### src/hw/rtl/lda_pkg.sv
package lda_pkg;

   localparam int CSR_INDEX_WIDTH = 1;
   localparam int CSR_DATA_WIDTH  = 8;

   typedef enum logic [CSR_INDEX_WIDTH-1:0] {
      CSR_LENS_RADIUS = 1'b0,
      CSR_LENS_HEIGHT = 1'b1
   } csr_index_type;

   localparam logic [5:0] LENS_RADIUS_RESET = 6'd40;
   localparam logic [7:0] LENS_HEIGHT_RESET = 8'd18;

   localparam int RAD_WIDTH = 12;
   localparam int QUO_WIDTH = 15;

   typedef struct packed {
      logic [6:0] win_x;
      logic [6:0] win_y;
      logic [8:0] lens_left;
      logic [7:0] lens_top;
   } req_type;

   typedef struct packed {
      logic [8:0] dest_col;
      logic [8:0] dest_row;
      logic [8:0] src_col;
      logic [7:0] src_row;
      logic       copy;
   } rsp_type;

   typedef struct packed {
      logic              in_lens;
      logic signed [7:0] ux;
      logic signed [7:0] uy;
      logic [7:0]        height;
      logic [9:0]        sum_x;
      logic [8:0]        sum_y;
   } side_type;

endpackage

### src/hw/rtl/lda_front.sv
module lda_front (
   input  logic               clock,
   input  logic               reset,
   input  logic               adv,
   input  logic               in_valid,
   input  lda_pkg::req_type   in_data,
   input  logic [5:0]         radius,
   input  logic [7:0]         height,
   output logic               out_valid,
   output lda_pkg::side_type  out_side,
   output logic [lda_pkg::RAD_WIDTH-1:0] out_rad
);
   import lda_pkg::*;

   logic signed [7:0]  ux_in, uy_in;
   logic signed [15:0] sqx, sqy;
   logic [14:0]        r2_in;
   logic [5:0]         rm1;
   logic [11:0]        rr_in, lim_in;

   logic               s1_valid_ff;
   logic signed [7:0]  s1_ux_ff, s1_uy_ff;
   logic [14:0]        s1_r2_ff;
   logic [11:0]        s1_rr_ff, s1_lim_ff;
   logic [7:0]         s1_h_ff;
   logic [9:0]         s1_sx_ff;
   logic [8:0]         s1_sy_ff;

   logic               valid_ff;
   side_type           side_ff;
   logic [RAD_WIDTH-1:0] rad_ff;

   always_comb begin
      ux_in  = $signed({1'b0, in_data.win_x}) - $signed({2'b00, radius});
      uy_in  = $signed({1'b0, in_data.win_y}) - $signed({2'b00, radius});
      sqx    = ux_in * ux_in;
      sqy    = uy_in * uy_in;
      r2_in  = 15'($unsigned(sqx)) + 15'($unsigned(sqy));
      rm1    = radius - 6'd1;
      rr_in  = 12'(radius) * 12'(radius);
      lim_in = (radius >= 6'd2) ? (12'(rm1) * 12'(rm1)) : 12'd0;
   end

   always_ff @(posedge clock) begin
      if (reset) begin
         s1_valid_ff <= 1'b0;
         valid_ff    <= 1'b0;
      end else if (adv) begin
         s1_valid_ff <= in_valid;
         valid_ff    <= s1_valid_ff;
      end
   end

   always_ff @(posedge clock) begin
      if (adv) begin
         s1_ux_ff  <= ux_in;
         s1_uy_ff  <= uy_in;
         s1_r2_ff  <= r2_in;
         s1_rr_ff  <= rr_in;
         s1_lim_ff <= lim_in;
         s1_h_ff   <= height;
         s1_sx_ff  <= 10'(in_data.win_x) + 10'(in_data.lens_left);
         s1_sy_ff  <= 9'(in_data.win_y) + 9'(in_data.lens_top);

         side_ff.in_lens <= (s1_r2_ff < 15'(s1_lim_ff));
         side_ff.ux      <= s1_ux_ff;
         side_ff.uy      <= s1_uy_ff;
         side_ff.height  <= s1_h_ff;
         side_ff.sum_x   <= s1_sx_ff;
         side_ff.sum_y   <= s1_sy_ff;
         rad_ff          <= s1_rr_ff - s1_r2_ff[11:0];
      end
   end

   assign out_valid = valid_ff;
   assign out_side  = side_ff;
   assign out_rad   = rad_ff;

endmodule

### config.mk
export PLATFORM = sky130hd
export DESIGN_NAME = lda_front
export DESIGN_NICKNAME = d
export VERILOG_FILES = /design/src/hw/rtl/lda_pkg.sv /design/src/hw/rtl/lda_front.sv
export SDC_FILE = /design/constraint.sdc
export NUM_CORES = 1
export LEC_CHECK = 0
export ABC_AREA = 1
export BUFFER_PORTS_ARGS = -buffer_cell sky130_fd_sc_hd__buf_4
export CAP_MARGIN = 20
export CORE_UTILIZATION = 45
export CTS_CLUSTER_DIAMETER = 50
export DETAILED_ROUTE_END_ITERATION = 12
export PLACE_DENSITY = 0.64
export SYNTH_ARGS = -nofsm -noshare
export SYNTH_HDL_FRONTEND = slang
export SYNTH_SLANG_ARGS = --single-unit
### constraint.sdc
create_clock -name clock -period 7.7 [get_ports clock]
set_clock_uncertainty 0.1 [all_clocks]
set_input_delay 0.385 -clock clock [delete_from_list [all_inputs] [get_ports clock]]
set_output_delay 0.385 -clock clock [all_outputs]
set_load 0.02 [all_outputs]
==> run summary <==
Layout area overhead: 15.3%
Num CTS Buffers: 17
Post-route clock period utilization: 0.875
CP arrival: 6820 ps
Hold Startpoint: reset
Dpl hpwl: 18700 µm
GPL Wtd Cong: 0.855
Crit path max fanout: 14
Yosys warns: 0
Full die area: 0.0272 mm²
Hold-critical path depth: 2
ANT nets after route: 0
RSZ-0062 raised after global routing: no
Final min period: 6740 ps
Critical Path Slowest Stage Cell: fa_1
Top Ports: 106
Post-CTS setup buffer count: 0
Largest net degree at the start of global routing: 72
CTS resizes: 0
Fin util: 0.529
Net count, final: 1601
GR Overflow Total: 0
PortBufs: 105
Longest Clk Path Bufs: 2
Seq/Total Area, Yosys: 0.345
Clock slew at reported path FFs: 60 ps
Number of flops mapped to enable cells by yosys: 136
CTS Hold Bufs: 0
CP Capture Type: register
WL/cell: 13.7 µm
Cell taking the most area after synthesis: edfxtp_1
Synth cell count leaders: inv_1, nand2_1, edfxtp_1
Clock Latency Late Sink: 420 ps
Sum Neg Setup Slack: 0 ps
WL final: 22600 µm
CTS tree: done
Total Routing Usage GR: 0.181
Worst slew pin tran: 839 ps
Top-area cell type share of the netlist area: 0.342
Hold Vio Cnt, Final: 0
Finished Layout Cells: 1656
WP depth: 33
Crit-path most repeated cell: nand2_1
TritonRoute pass-1 iters: 5
Most frequent cell after synthesis: inv_1
Diode count: 0
CP Launch Type: input port
Root buffer cell: clkbuf_16
Fraction of registers with async set or reset after synthesis: 0
Worst setup path start: radius[0]
Worst path top cell family by delay: adder cells
Global-route wire length before repair: 38100 µm
Worst Reg2Reg Path Length in Cells: 10
Normalized max-slew margin: 0.441
WP data required: 7780 ps
Unique masters post-synth: 52
Core area: 0.0261 mm²
Synth area leaders: edfxtp_1, fa_1, ha_1
Crit-path max cell delay: 550 ps
Row count: 59
FF+latch count, synth: 138
Max Clk Rate: 0.148 GHz
Initial core utilization: 0.459
Vias in the first global route: 8152
Clk sinks: 138
# setup viols final: 0
Initial drt markers: 365
HP Class: in -> reg
Top_reg_cell synth: edfxtp_1
Post-route worst setup slack: 963 ps
Routed vias: 7995
Max_cap viols: 0
Initial antenna violation count: 0
Layout cells sized above 1: 0.140
Max Slew Vio Count: 0
Reg2reg start: s1_r2_ff[3]$_DFFE_PP_
Synth Instances: 1188
Dpl ws: 536 ps
Status: complete, no violations
Syn nets: 1481
Worst Path Buf+Inv: 6
# DRC: 0
Placed cell count: 1624
Worst setup path category: in -> reg
Synthesized area: 0.0119 mm²
Chip width: 165 µm
H-tree depth: 4
DR vias/cell: 4.83
Syn_area_per_cell: 10.1 µm²
Die H: 165 µm
registers in the layout, summed over array words and instances, names as in the netlist:
register and cells:
s1_sx_ff 10, s1_ux_ff 8, s1_uy_ff 8, s1_h_ff 8, s1_r2_ff 15, s1_rr_ff 11, s1_lim_ff 11, s1_sy_ff 9
out_valid 1, out_rad 12, s1_valid_ff 1, out_side 44
cells in the final DEF, fill, tap and decap left out, drive strengths merged, types with 4 or more instances in the layout:
master	synthesis	final
nand3	41	41
ha	120	120
nand2	171	171
a21oi	61	61
clkbuf	6	17
inv	289	298
edfxtp	136	136
xnor2	16	16
nor2	101	101
xor2	48	48
o21bai	4	4
o21ai	20	20
fa	124	124
o211ai	5	5
nand4	9	9
nor3	5	5
buf	6	113
clkinv	0	4
or2	6	6
per-layer routing:
metal / share of wire / vias up / wire [µm] / global-route usage
li1: - / 3993 / - / -
met1: 0.44 / 3835 / 9990 / 0.229
met2: 0.51 / 148 / 11400 / 0.320
met3: 0.040 / 19 / 914 / 0.0286
met4: 0.013 / 0 / 298 / 0.0471
met5: 0 / - / 0 / 0
logic make-up (layout without fill, tap and decap cells):
group                    Yosys count  after routing  share of synthesized area
AO/OA/AOI/OAI                    104            104                     0.0502
adder cells (fa/ha/maj)          244            244                      0.333
AND/OR/NAND/NOR                  337            337                      0.123
buffers and inverters            301            434                     0.0965
flip-flops                       138            138                      0.345
XOR/XNOR                          64             64                     0.0519
worst reg2reg max path: stages (launching register included):
cell	delay, ps
edfxtp_1	370
inv_1	60
ha_1	360
a21oi_1	200
o21ai_0	130
a21oi_1	210
nor2_1	60
o21ai_0	220
nand2_1	80
nand2_1	70
nand2_1	40
cell type report:
class | count | area [µm²]
clock buffers | 17 | 425
well taps | 335 | 419
multi-input cells | 749 | 6670
repair buffers | 113 | 852
fillers | 2330 | 12300
clock inverters | 15 | 196
flip-flops and latches | 138 | 4120
inverters | 289 | 1090
stage by stage:
step / area [µm²] / hold WS [ps]
5_1_grt: 13800 / 8.64
3_3_place_gp: 13200 / 301
6_report: 13800 / 25.5
3_5_place_dp: 13200 / 305
2_1_floorplan: 11900 / 300
4_1_cts: 13800 / 3.08
final timing paths:
check / to / slack, ps
setup / recovery: s1_r2_ff[12]$_DFFE_PP_ / 960
hold / removal: out_valid$_SDFFE_PP0P_ / 30
setup reg to reg: out_rad[8]$_DFFE_PP_ / 5570
hold reg to reg: out_side[0]$_DFFE_PP_ / 320
Power is not shown: default switching activity piles up to over one toggle a cycle in this logic, so the estimate is an artifact.
