[config.mk]
export PLATFORM = sky130hd
export DESIGN_NAME = lda_sqrt
export DESIGN_NICKNAME = d
export VERILOG_FILES = /design/src/hw/rtl/lda_pkg.sv /design/src/hw/rtl/lda_sqrt.sv
export SDC_FILE = /design/constraint.sdc
export NUM_CORES = 1
export LEC_CHECK = 0
export BUFFER_PORTS_ARGS = -buffer_cell sky130_fd_sc_hd__buf_2
export CAP_MARGIN = 0
export CELL_PAD_IN_SITES_DETAIL_PLACEMENT = 1
export CELL_PAD_IN_SITES_GLOBAL_PLACEMENT = 1
export CORE_MARGIN = 2
export CORE_UTILIZATION = 35
export DETAILED_ROUTE_END_ITERATION = 6
export GPL_TIMING_DRIVEN = 0
export PLACE_DENSITY_LB_ADDON = 0.1
export SLEW_MARGIN = 5
export SYNTH_ARGS = -nofsm -noshare
export SYNTH_HDL_FRONTEND = slang
export SYNTH_SLANG_ARGS = --single-unit
[constraint.sdc]
create_clock -name clock -period 5.1 [get_ports clock]
set_input_delay 1.02 -clock clock [delete_from_list [all_inputs] [get_ports clock]]
set_output_delay 1.02 -clock clock [all_outputs]
set_load 0.02 [all_outputs]
[src/hw/rtl/lda_pkg.sv]
package lda_pkg;

   localparam int CSR_INDEX_WIDTH = 1;
   localparam int CSR_DATA_WIDTH  = 8;

   typedef enum logic [CSR_INDEX_WIDTH-1:0] {
      CSR_LENS_RADIUS = 1'b0,
      CSR_LENS_HEIGHT = 1'b1
   } csr_index_type;

   localparam logic [5:0] LENS_RADIUS_RESET = 6'd40;
   localparam logic [7:0] LENS_HEIGHT_RESET = 8'd18;

   localparam int RAD_WIDTH = 12;
   localparam int QUO_WIDTH = 15;

   typedef struct packed {
      logic [6:0] win_x;
      logic [6:0] win_y;
      logic [8:0] lens_left;
      logic [7:0] lens_top;
   } req_type;

   typedef struct packed {
      logic [8:0] dest_col;
      logic [8:0] dest_row;
      logic [8:0] src_col;
      logic [7:0] src_row;
      logic       copy;
   } rsp_type;

   typedef struct packed {
      logic              in_lens;
      logic signed [7:0] ux;
      logic signed [7:0] uy;
      logic [7:0]        height;
      logic [9:0]        sum_x;
      logic [8:0]        sum_y;
   } side_type;

endpackage

[src/hw/rtl/lda_sqrt.sv]
module lda_sqrt #(
   parameter int Z_FRAC_BITS = 8
) (
   input  logic               clock,
   input  logic               reset,
   input  logic               adv,
   input  logic               in_valid,
   input  lda_pkg::side_type  in_side,
   input  logic [lda_pkg::RAD_WIDTH-1:0] in_rad,
   output logic               out_valid,
   output lda_pkg::side_type  out_side,
   output logic [lda_pkg::RAD_WIDTH/2+Z_FRAC_BITS-1:0] out_z
);
   import lda_pkg::*;

   localparam int VW = RAD_WIDTH + 2 * Z_FRAC_BITS;
   localparam int ZW = RAD_WIDTH / 2 + Z_FRAC_BITS;

   logic [VW-1:0] rem_w   [0:ZW];
   logic [ZW-1:0] q_w     [0:ZW];
   side_type      side_w  [0:ZW];
   logic          valid_w [0:ZW];

   assign rem_w[0]   = VW'(in_rad) << (2 * Z_FRAC_BITS);
   assign q_w[0]     = '0;
   assign side_w[0]  = in_side;
   assign valid_w[0] = in_valid;

   for (genvar k = 0; k < ZW; k++) begin : g_stage
      localparam int I = ZW - 1 - k;
      logic [VW:0]   trial;
      logic          take;
      logic [ZW-1:0] q_ff;
      side_type      side_ff;
      logic          valid_ff;

      assign trial = ((VW + 1)'(q_w[k]) << (I + 1)) | ((VW + 1)'(1) << (2 * I));
      assign take  = ({1'b0, rem_w[k]} >= trial);

      always_ff @(posedge clock) begin
         if (reset) begin
            valid_ff <= 1'b0;
         end else if (adv) begin
            valid_ff <= valid_w[k];
         end
      end

      always_ff @(posedge clock) begin
         if (adv) begin
            q_ff    <= take ? (q_w[k] | (ZW'(1) << I)) : q_w[k];
            side_ff <= side_w[k];
         end
      end

      if (k < ZW - 1) begin : g_rem
         logic [VW-1:0] rem_ff;
         always_ff @(posedge clock) begin
            if (adv) begin
               rem_ff <= take ? VW'({1'b0, rem_w[k]} - trial) : rem_w[k];
            end
         end
         assign rem_w[k+1] = rem_ff;
      end else begin : g_last
         assign rem_w[k+1] = '0;
      end

      assign q_w[k+1]     = q_ff;
      assign side_w[k+1]  = side_ff;
      assign valid_w[k+1] = valid_ff;
   end

   assign out_valid = valid_w[ZW];
   assign out_side  = side_w[ZW];
   assign out_z     = q_w[ZW];

endmodule

==> results.toml <==
[cts]
postCtsHoldBufs = 0
cts_tree = "done"
clk_latency_ns = 0.68
cts.repair.resized = 0
clockRootBuffer = "clkbuf_16"
cts.sinks = 940
clk_pin_slew_worst_paths_ns = 0.06
cts_max_level = 3
postCtsSetupRepairBufs = 0
cts_buffer_depth = 3
cts_buffers = 101

[sta]
slew_headroom_pct = 36.5
hold_viol_final = 0
fin_worst_skew_ns = 0.0343
tightest_slew_ns = 0.940
fin_crit_sh_pct = 69.6
maxSlewViolCount = 0
max_freq_mhz = 282
timing.setup.tns_ns = 0
rsz0062_at_grt = "false"
setup_violations = 0
finalCriticalPeriod_ns = 3.55

[route]
first_iter_violations = 1008
drc = 0
drtAntennaViolNets = 0
routed_wl_um = 55000
num_vias = 16700
wl_per_cell_um = 15.2
viasPerCell = 4.62
dr.pass1.iters = 6

[logic_synthesis]
yosysUniqueCellTypes = 71
syn_nets = 2173
netlist_area_sq_um = 35200
synth.avg_cell_area_sq_um = 17.6
netlist_instances = 2006
async_flop_share_pct = 0
yosys_warnings = 0
yosys_register_bits = 940
synth_edf_count = 926
synthFlopType = "edfxtp_1"
seq_area_frac_synth_pct = 79.7

[power_and_ir_drop]
power_frac_seq_pct = 51.7
clkPwrFrac_pct = 40.5
p_leak_nw = 14.9
p_comb_share_pct = 7.8
p_int_w = 0.0144
irDropWorstVdd_v = 0.000307
power_density_nw_per_um2 = 449
switching_share_pct = 22.2
p_sw_w = 0.00411

[finish]
final_cell_mix = "926 x edfxtp_1, 141 x inv_1, 125 x buf_2"
fin_nets = 2402
final_cell_area_sq_um = 41200
diodes = 0
syn2layout_area_growth_pct = 16.8
drive_above_1_share_pct = 14.7
n_fill_cell = 9729
final_common_cell = "edfxtp_1"

[worst_setup_path]
crit_type = "primary input to flop"
critPathRequiredTime_ns = 5.63
slowest_stage = "clkbuf_1"
slowest_delay_ns = 0.56
worstPathCellList = "buf_8 -> buf_16 -> buf_16 -> buf_16 -> clkbuf_1 -> clkbuf_1 -> mux2i_1 -> nor2_1"
critPathArrivalTime_ns = 4.08
critPathMaxFanout = 126
path_common_cell = "buf_16"
startpoint_type = "primary input"
end_kind = "flop"

[floorplan]
io_pins = 119
num_rows = 116
start_util_pct = 35.2
core_sq_um = 100000
chipHeight_um = 321
die_w_um = 321
die-area_sq_um = 103000

[global_routing]
grt_start_max_net_pins = 129
grtUsageTotal_pct = 10.7
grt_pass1_wl_um = 90000
overflow = 0
grt_antenna_before_repair = 0
grt_pass1_vias = 17900

[worst_hold_path]
hold_class = "flop to flop"

[placement]
postPlaceCellArea_sq_um = 37700
dp_hpwl_um = 35100
gp_congestion = 0.805
numPortBuffers = 118

[outcome]
run_status = "complete, no violations"

[job]
cap_violations = 0
-- worst max-delay path, delay by kind of cell --
| kind | cells | cell delay, ns |
|---|---|---|
| buf+inv | 6 | 2.46 |
| mux | 1 | 0.26 |
| simple gates | 1 | 0.05 |
-- path summary, 6_finish.rpt --
| kind | endpoint | cells after the start | slack [ns] | start |
|---|---|---|---|---|
| worst max-delay path | g_stage[8].valid_ff | 8 | 1.55 | adv |
| worst min-delay path | g_stage[9].side_ff[26] | 0 | 0.39 | g_stage[8].side_ff[26] |
| worst max register to register | g_stage[9].g_rem.rem_ff[14] | 10 | 1.70 | g_stage[8].g_rem.rem_ff[10] |
| worst min register to register | g_stage[9].side_ff[26] | 0 | 0.39 | g_stage[8].side_ff[26] |
-- Yosys cell counts (5+ instances only) --
cell type | instances | share of area (%)
edfxtp_1 | 926 | 79
inv_1 | 141 | 1.5
nor2_1 | 103 | 1.1
ha_1 | 100 | 3.6
a21oi_1 | 78 | 1.1
nand2_1 | 75 | 0.80
xnor2_1 | 69 | 1.7
o21ai_0 | 61 | 0.87
xor2_1 | 42 | 1.0
mux2_2 | 35 | 1.1
nor3_1 | 30 | 0.43
nand3_1 | 29 | 0.41
nor4_1 | 24 | 0.43
mux2i_1 | 22 | 0.62
o21a_1 | 21 | 0.45
nor2b_1 | 19 | 0.34
a21o_1 | 17 | 0.36
a211oi_1 | 14 | 0.30
dfxtp_1 | 14 | 0.80
clkbuf_1 | 13 | 0.14
nand2b_1 | 12 | 0.21
or3_1 | 10 | 0.18
or4_1 | 9 | 0.19
a211o_1 | 8 | 0.20
and3_1 | 8 | 0.14
buf_2 | 8 | 0.11
nand3b_1 | 8 | 0.17
fa_1 | 7 | 0.40
nand4_1 | 6 | 0.11
nor4b_1 | 6 | 0.15
a31oi_1 | 5 | 0.089
and2_1 | 5 | 0.089
-- area by class of cell --
type | count | area (sq um) | share of cell area, %
Clock buffer | 125 | 2670 | 6.49
Tap cell | 1298 | 1620 | 3.95
Sequential cell | 940 | 28100 | 68.3
Buffer | 25 | 126 | 0.307
Inverter | 142 | 533 | 1.30
Timing Repair Buffer | 126 | 821 | 1.99
Multi-Input combinational cell | 899 | 6500 | 15.8
Clock inverter | 61 | 793 | 1.93
-- power by group through the flow --
stage | Clock (W) | Combinational, W | Sequential (W)
final | 0.00749 | 0.00145 | 0.00954
after detailed placement | 0 | 0.00146 | 0.00971
after CTS | 0.00781 | 0.00147 | 0.00955
after global routing | 0.00809 | 0.00164 | 0.00961
after global placement | 0 | 0.00138 | 0.00990
after floorplan | 0 | 0.000968 | 0.00963
-- kinds of logic (layout without fill, tap and decap cells) --
family	after synthesis	in the layout	synth area share (%)
AO/OA/AOI/OAI	255	255	4.59
XOR/XNOR	111	111	2.76
adder cells (fa/ha/maj)	107	107	3.95
buffers and inverters	167	479	1.87
flip-flops	940	940	79.7
multiplexers	59	59	1.83
AND/OR/NAND/NOR	367	367	5.31
-- sequential cells by signal, summed over array words and instances, names as in the netlist --
signal and cells:
out_valid 1, out_side 44, out_z 14, g_stage.g_rem.rem_ff 205, g_stage.valid_ff 13, g_stage.q_ff 91
g_stage.side_ff 572
-- through the flow --
stage               utilization [%]  worst slack, ns  hold slack (ns)  std cells  total power (W)
floorplan                         -             2.35            0.400       2006           0.0106
global placement               37.5           -11.66            0.400       3422           0.0113
detailed placement             37.7            0.818            0.405       3430           0.0112
CTS                            41.2             1.57            0.385       3616           0.0188
global route                   41.2             1.30            0.398       3616           0.0193
finish                         41.2             1.55            0.393       3616           0.0185
-- metal layers --
layer / global-route usage [%] / vias up / share of wire, %
met5: 0 / - / 0
met1: 11.8 / 8227 / 40
met3: 2.86 / 138 / 4.2
met4: 4.81 / 0 / 3.9
li1: - / 8086 / -
met2: 19.4 / 239 / 52
No activity file was read; power rests on OpenSTA's default activity.
