--- src/hw/rtl/lda_pkg.sv ---
package lda_pkg;

   localparam int CSR_INDEX_WIDTH = 1;
   localparam int CSR_DATA_WIDTH  = 8;

   typedef enum logic [CSR_INDEX_WIDTH-1:0] {
      CSR_LENS_RADIUS = 1'b0,
      CSR_LENS_HEIGHT = 1'b1
   } csr_index_type;

   localparam logic [5:0] LENS_RADIUS_RESET = 6'd40;
   localparam logic [7:0] LENS_HEIGHT_RESET = 8'd18;

   localparam int RAD_WIDTH = 12;
   localparam int QUO_WIDTH = 15;

   typedef struct packed {
      logic [6:0] win_x;
      logic [6:0] win_y;
      logic [8:0] lens_left;
      logic [7:0] lens_top;
   } req_type;

   typedef struct packed {
      logic [8:0] dest_col;
      logic [8:0] dest_row;
      logic [8:0] src_col;
      logic [7:0] src_row;
      logic       copy;
   } rsp_type;

   typedef struct packed {
      logic              in_lens;
      logic signed [7:0] ux;
      logic signed [7:0] uy;
      logic [7:0]        height;
      logic [9:0]        sum_x;
      logic [8:0]        sum_y;
   } side_type;

endpackage

--- src/hw/rtl/lda_div.sv ---
module lda_div #(
   parameter int Z_FRAC_BITS = 8
) (
   input  logic               clock,
   input  logic               reset,
   input  logic               adv,
   input  logic               in_valid,
   input  lda_pkg::side_type  in_side,
   input  logic [lda_pkg::RAD_WIDTH/2+Z_FRAC_BITS-1:0] in_z,
   output logic               out_valid,
   output lda_pkg::side_type  out_side,
   output logic [lda_pkg::QUO_WIDTH-1:0] out_qx,
   output logic [lda_pkg::QUO_WIDTH-1:0] out_qy,
   output logic               out_negx,
   output logic               out_negy
);
   import lda_pkg::*;

   localparam int ZW = RAD_WIDTH / 2 + Z_FRAC_BITS;
   localparam int DW = 9 + Z_FRAC_BITS;
   localparam int PW = DW + 7;
   localparam int CW = ZW + QUO_WIDTH;

   logic signed [DW-1:0]   diff;
   logic signed [DW+7:0]   px, py;
   logic [PW-1:0]          mx_in, my_in;

   logic                   p_valid_ff;
   side_type               p_side_ff;
   logic [ZW-1:0]          p_z_ff;
   logic [PW-1:0]          p_mx_ff, p_my_ff;
   logic                   p_negx_ff, p_negy_ff;

   always_comb begin
      diff  = DW'($signed({1'b0, DW'(in_side.height) << Z_FRAC_BITS})
                  - $signed({1'b0, in_z}));
      px    = diff * in_side.ux;
      py    = diff * in_side.uy;
      mx_in = px[DW+7] ? PW'(-px) : PW'(px);
      my_in = py[DW+7] ? PW'(-py) : PW'(py);
   end

   always_ff @(posedge clock) begin
      if (reset) begin
         p_valid_ff <= 1'b0;
      end else if (adv) begin
         p_valid_ff <= in_valid;
      end
   end

   always_ff @(posedge clock) begin
      if (adv) begin
         p_side_ff <= in_side;
         p_z_ff    <= in_z;
         p_mx_ff   <= mx_in;
         p_my_ff   <= my_in;
         p_negx_ff <= px[DW+7];
         p_negy_ff <= py[DW+7];
      end
   end

   logic [PW-1:0]        rx_w    [0:QUO_WIDTH];
   logic [PW-1:0]        ry_w    [0:QUO_WIDTH];
   logic [QUO_WIDTH-1:0] qx_w    [0:QUO_WIDTH];
   logic [QUO_WIDTH-1:0] qy_w    [0:QUO_WIDTH];
   logic [ZW-1:0]        z_w     [0:QUO_WIDTH];
   side_type             side_w  [0:QUO_WIDTH];
   logic                 nx_w    [0:QUO_WIDTH];
   logic                 ny_w    [0:QUO_WIDTH];
   logic                 valid_w [0:QUO_WIDTH];

   assign rx_w[0]    = p_mx_ff;
   assign ry_w[0]    = p_my_ff;
   assign qx_w[0]    = '0;
   assign qy_w[0]    = '0;
   assign z_w[0]     = p_z_ff;
   assign side_w[0]  = p_side_ff;
   assign nx_w[0]    = p_negx_ff;
   assign ny_w[0]    = p_negy_ff;
   assign valid_w[0] = p_valid_ff;

   for (genvar k = 0; k < QUO_WIDTH; k++) begin : g_stage
      localparam int I = QUO_WIDTH - 1 - k;
      logic [CW-1:0]        dsh;
      logic                 tx, ty;
      logic [PW-1:0]        rx_ff, ry_ff;
      logic [QUO_WIDTH-1:0] qx_ff, qy_ff;
      logic [ZW-1:0]        z_ff;
      side_type             side_ff;
      logic                 nx_ff, ny_ff, valid_ff;

      assign dsh = CW'(z_w[k]) << I;
      assign tx  = (CW'(rx_w[k]) >= dsh);
      assign ty  = (CW'(ry_w[k]) >= dsh);

      always_ff @(posedge clock) begin
         if (reset) begin
            valid_ff <= 1'b0;
         end else if (adv) begin
            valid_ff <= valid_w[k];
         end
      end

      always_ff @(posedge clock) begin
         if (adv) begin
            rx_ff   <= tx ? PW'(CW'(rx_w[k]) - dsh) : rx_w[k];
            ry_ff   <= ty ? PW'(CW'(ry_w[k]) - dsh) : ry_w[k];
            qx_ff   <= tx ? (qx_w[k] | (QUO_WIDTH'(1) << I)) : qx_w[k];
            qy_ff   <= ty ? (qy_w[k] | (QUO_WIDTH'(1) << I)) : qy_w[k];
            z_ff    <= z_w[k];
            side_ff <= side_w[k];
            nx_ff   <= nx_w[k];
            ny_ff   <= ny_w[k];
         end
      end

      assign rx_w[k+1]    = rx_ff;
      assign ry_w[k+1]    = ry_ff;
      assign qx_w[k+1]    = qx_ff;
      assign qy_w[k+1]    = qy_ff;
      assign z_w[k+1]     = z_ff;
      assign side_w[k+1]  = side_ff;
      assign nx_w[k+1]    = nx_ff;
      assign ny_w[k+1]    = ny_ff;
      assign valid_w[k+1] = valid_ff;
   end

   assign out_valid = valid_w[QUO_WIDTH];
   assign out_side  = side_w[QUO_WIDTH];
   assign out_qx    = qx_w[QUO_WIDTH];
   assign out_qy    = qy_w[QUO_WIDTH];
   assign out_negx  = nx_w[QUO_WIDTH];
   assign out_negy  = ny_w[QUO_WIDTH];

endmodule

--- config.mk ---
export PLATFORM = sky130hd
export DESIGN_NAME = lda_div
export DESIGN_NICKNAME = d
export VERILOG_FILES = /design/src/hw/rtl/lda_pkg.sv /design/src/hw/rtl/lda_div.sv
export SDC_FILE = /design/constraint.sdc
export NUM_CORES = 2
export LEC_CHECK = 0
export ABC_AREA = 1
export ABC_CLOCK_PERIOD_IN_PS = 5900
export BUFFER_PORTS_ARGS = -buffer_cell sky130_fd_sc_hd__buf_2
export CAP_MARGIN = 20
export CORE_MARGIN = 2
export CORE_UTILIZATION = 45
export CTS_CLUSTER_DIAMETER = 120
export CTS_CLUSTER_SIZE = 40
export DETAILED_ROUTE_END_ITERATION = 10
export PLACE_DENSITY = 0.66
export SETUP_SLACK_MARGIN = 0.1
export SLEW_MARGIN = 20
export SYNTH_ARGS = -nofsm -noshare
export SYNTH_HDL_FRONTEND = slang
export SYNTH_SLANG_ARGS = --single-unit
--- constraint.sdc ---
create_clock -name clock -period 5.9 [get_ports clock]
set_clock_uncertainty 0.05 [all_clocks]
set_input_delay 0.295 -clock clock [delete_from_list [all_inputs] [get_ports clock]]
set_output_delay 0.295 -clock clock [all_outputs]
set_load 0.02 [all_outputs]
==> impl_metrics.yaml <==
worst_hold_path:
  hold_path_class: "in -> reg"
  hold_start: "adv"
  worstHoldEndpoint: "g_stage[1].side_ff[21]"
  holdPathStages: 1
finish:
  nNetsFinal: 9656
  final_layout_size_suffix_gt1_frac: 0.07942
  utilization: 0.4950
  regArea_mm2: 0.05756
  syn_to_final_growth_pct: 9.623
  multi_input_area_mm2: 0.03365
  fillers: 18794
detailed_routing:
  ant_nets: 0
  routedWlPerCell_um: 18.63
  drt_first_iter_violations: 4088
  drt_pre_antenna_iters: 5
  vias: 59380
  drc: 0
  viasPerCell: 5.075
  drt-total-wl_um: 217900
timing:
  max_freq_mhz: 179.1
  setup_violations: 0
  fin_crit_sh: 0.9463
  hold_violations: 0
  worst_pin_slew_ns: 1.040
  hold_ws_ns: 0.01116
  timing.final.max_slew_violations: 0
  rsz0062_at_grt: "yes"
  relSlewSlack: 0.3069
  period_minus_slack_ns: 5.583
global_routing:
  grt_max_degree: 191
  grt.overflow.total: 0
  antenna_found_initial: 6
  track_usage: 0.2004
  grt_pass1_wl_um: 337300
  grt_pass1_vias: 60542
synthesis:
  synth_edf_count: 1906
  ys_dominant_reg_cell: "edfxtp_1"
  synth.most_common_cell: "edfxtp_1"
  ys_top_cells_by_count: "edfxtp_1, nand2_1, inv_1, nor2_1, ha_1"
  synth.area.top_cells: "edfxtp_1, ha_1, nand2_1, fa_1, inv_1"
  netlist_area_mm2: 0.09558
  synth.avg_cell_area_um2: 11.42
  yosysWarnings: 0
  seq_area_frac_synth: 0.6022
  syn_nets: 9180
  synth_top_area_cell: "edfxtp_1"
  yosysUniqueCellTypes: 60
  ys_async_sr_fraction: 0
  synthCells: 8369
  synth.top_cell.area_share: 0.5988
  ys_ff_latch: 1922
worst_setup_path:
  crit_top_cell: "nand2_1"
  cp_max_fo: 6
  cp-end-kind: "flip-flop"
  slowest_stage: "dlygate4sd3_1"
  crit_arrival_ns: 6.13
  path_class: "in -> reg"
  r2r_slack_ns: 2.23
  required_ns: 6.44
  crit_path_max_incr_delay_ns: 0.56
  timing.rr.end: "g_stage[10].ry_ff[16]"
  r2r_cells: 9
  startpoint_type: "input pin"
  reg2reg_from: "g_stage[9].z_ff[11]"
die:
  die_h_um: 464.9
  io_pins: 139
  initial_core_util: 0.4516
  die_x_um: 464.9
  dieArea_mm2: 0.2161
  core_mm2: 0.2117
  fp-row-count: 169
pwr:
  seqPwrFrac: 0.389
  p_int_mw: 30.91
  swShare: 0.3934
  combinationalPowerShare: 0.490
  ir_drop_mv: 0.4209
  power_switching_mw: 20.04
  clkPwrFrac: 0.121
  power.density_mw_per_mm2: 486.2
  p_leak_nw: 42.30
clock_network:
  cts_root_buf: "clkbuf_16"
  cts_made_buffers: 61
  clk_latency_ns: 0.81
  clock_path_buffers: 3
  cts_tree: "done"
  clkTransAtPathRegs_ns: 0.15
  cts_sinks: 1922
  cts_max_level: 2
run_status:
  status: "finished clean"
placed_design:
  io_buffers: 138
  dp_hpwl_um: 171100
  place.gp.congestion: 0.9236
job:
  drv_cap: 0
-- kinds of logic after synthesis --
kind of cell,share of synthesized area
buffers and inverters,0.04897
AO/OA/AOI/OAI,0.06947
flip-flops,0.6022
adder cells (fa/ha/maj),0.1174
AND/OR/NAND/NOR,0.1251
XOR/XNOR,0.03675
multiplexers,0.0001178
-- metal layers --
layer  vias up  global-route usage  part of all wire
met1     28520              0.2352              0.40
li1      29601                   -                 -
met2       952              0.3818              0.53
met3       307             0.01728             0.027
met4         0             0.06587             0.037
met5         -                   0                 0
-- timing repair --
item | 4_1_cts | 5_1_grt
setup endpoints to repair | 0 | 47
hold endpoints to repair | 76 | 0
hold buffers | 61 | 0
buffers inserted | 0 | 5
gates resized for setup | 0 | 77
-- power groups by stage --
stage	clock [mW]	combinational, mW	sequential [mW]
after detailed placement	0	24.5	20.1
after CTS	6.45	24.6	19.8
final	6.17	25.0	19.8
after global routing	6.84	28.3	20.0
after floorplan	0	16.0	19.4
after global placement	0	24.2	20.1
-- through the flow --
| stage | setup TNS, ns | setup slack [ns] | power [mW] | instances | instance area [um^2] |
|---|---|---|---|---|---|
| 5_1_grt | 0 | 0.04280 | 55.18 | 11699 | 104800 |
| 3_5_place_dp | -23.62 | -0.6147 | 44.59 | 11535 | 101800 |
| 3_3_place_gp | -20.12 | -0.6008 | 44.34 | 11535 | 101800 |
| 4_1_cts | 0 | 0.1555 | 50.89 | 11691 | 104400 |
| 2_1_floorplan | 0 | 0.1155 | 35.42 | 8369 | 95610 |
| 6_report | 0 | 0.3166 | 50.95 | 11700 | 104800 |
-- critical path, delay by kind of cell --
family                   cells  cell delay (ns)
adder cells (fa/ha/maj)      5             2.27
buffers and inverters        9             1.62
AND/OR/NAND/NOR             17             1.91
-- registers in the layout, summed over array words and instances (netlist names), 44 cells and up --
| register | cells |
|---|---|
| g_stage.qx_ff | 105 |
| g_stage.qy_ff | 105 |
| g_stage.rx_ff | 336 |
| g_stage.ry_ff | 336 |
| g_stage.side_ff | 616 |
| g_stage.z_ff | 196 |
| out_side | 44 |
| p_side_ff | 44 |
-- worst max-delay path by stage --
stage | start | end | slack (ns) | cells past startpoint
after floorplan | in_z[0] | p_mx_ff[22] | 0.12 | 34
after CTS | in_side[23] | p_mx_ff[23] | 0.16 | 33
final | in_z[4] | p_mx_ff[21] | 0.32 | 31
after global routing | in_z[4] | p_mx_ff[23] | 0.04 | 33
after global placement | in_z[5] | p_mx_ff[22] | -0.60 | 30
after detailed placement | in_z[9] | p_mx_ff[22] | -0.61 | 33
-- placed cells by master (no fill, tap or decap), types with 244 or more instances in the layout --
cell type	count
o21ai_0	463
edfxtp_1	1906
fa_1	244
buf_4	298
nor2_1	686
a21oi_1	481
nand2_1	1529
ha_1	493
inv_1	1093
nand3_1	263
-- layout make-up --
cell class,count,share of cell area
flip-flops and latches,1922,0.5493
multi-input cells,5231,0.3211
inverters,1113,0.03991
repair buffers,516,0.03713
well taps,2821,0.03369
clock buffers,72,0.01537
clock inverters,23,0.003415
diodes,2,0.00004777
Note: power is estimated with default switching activity, not from simulation.
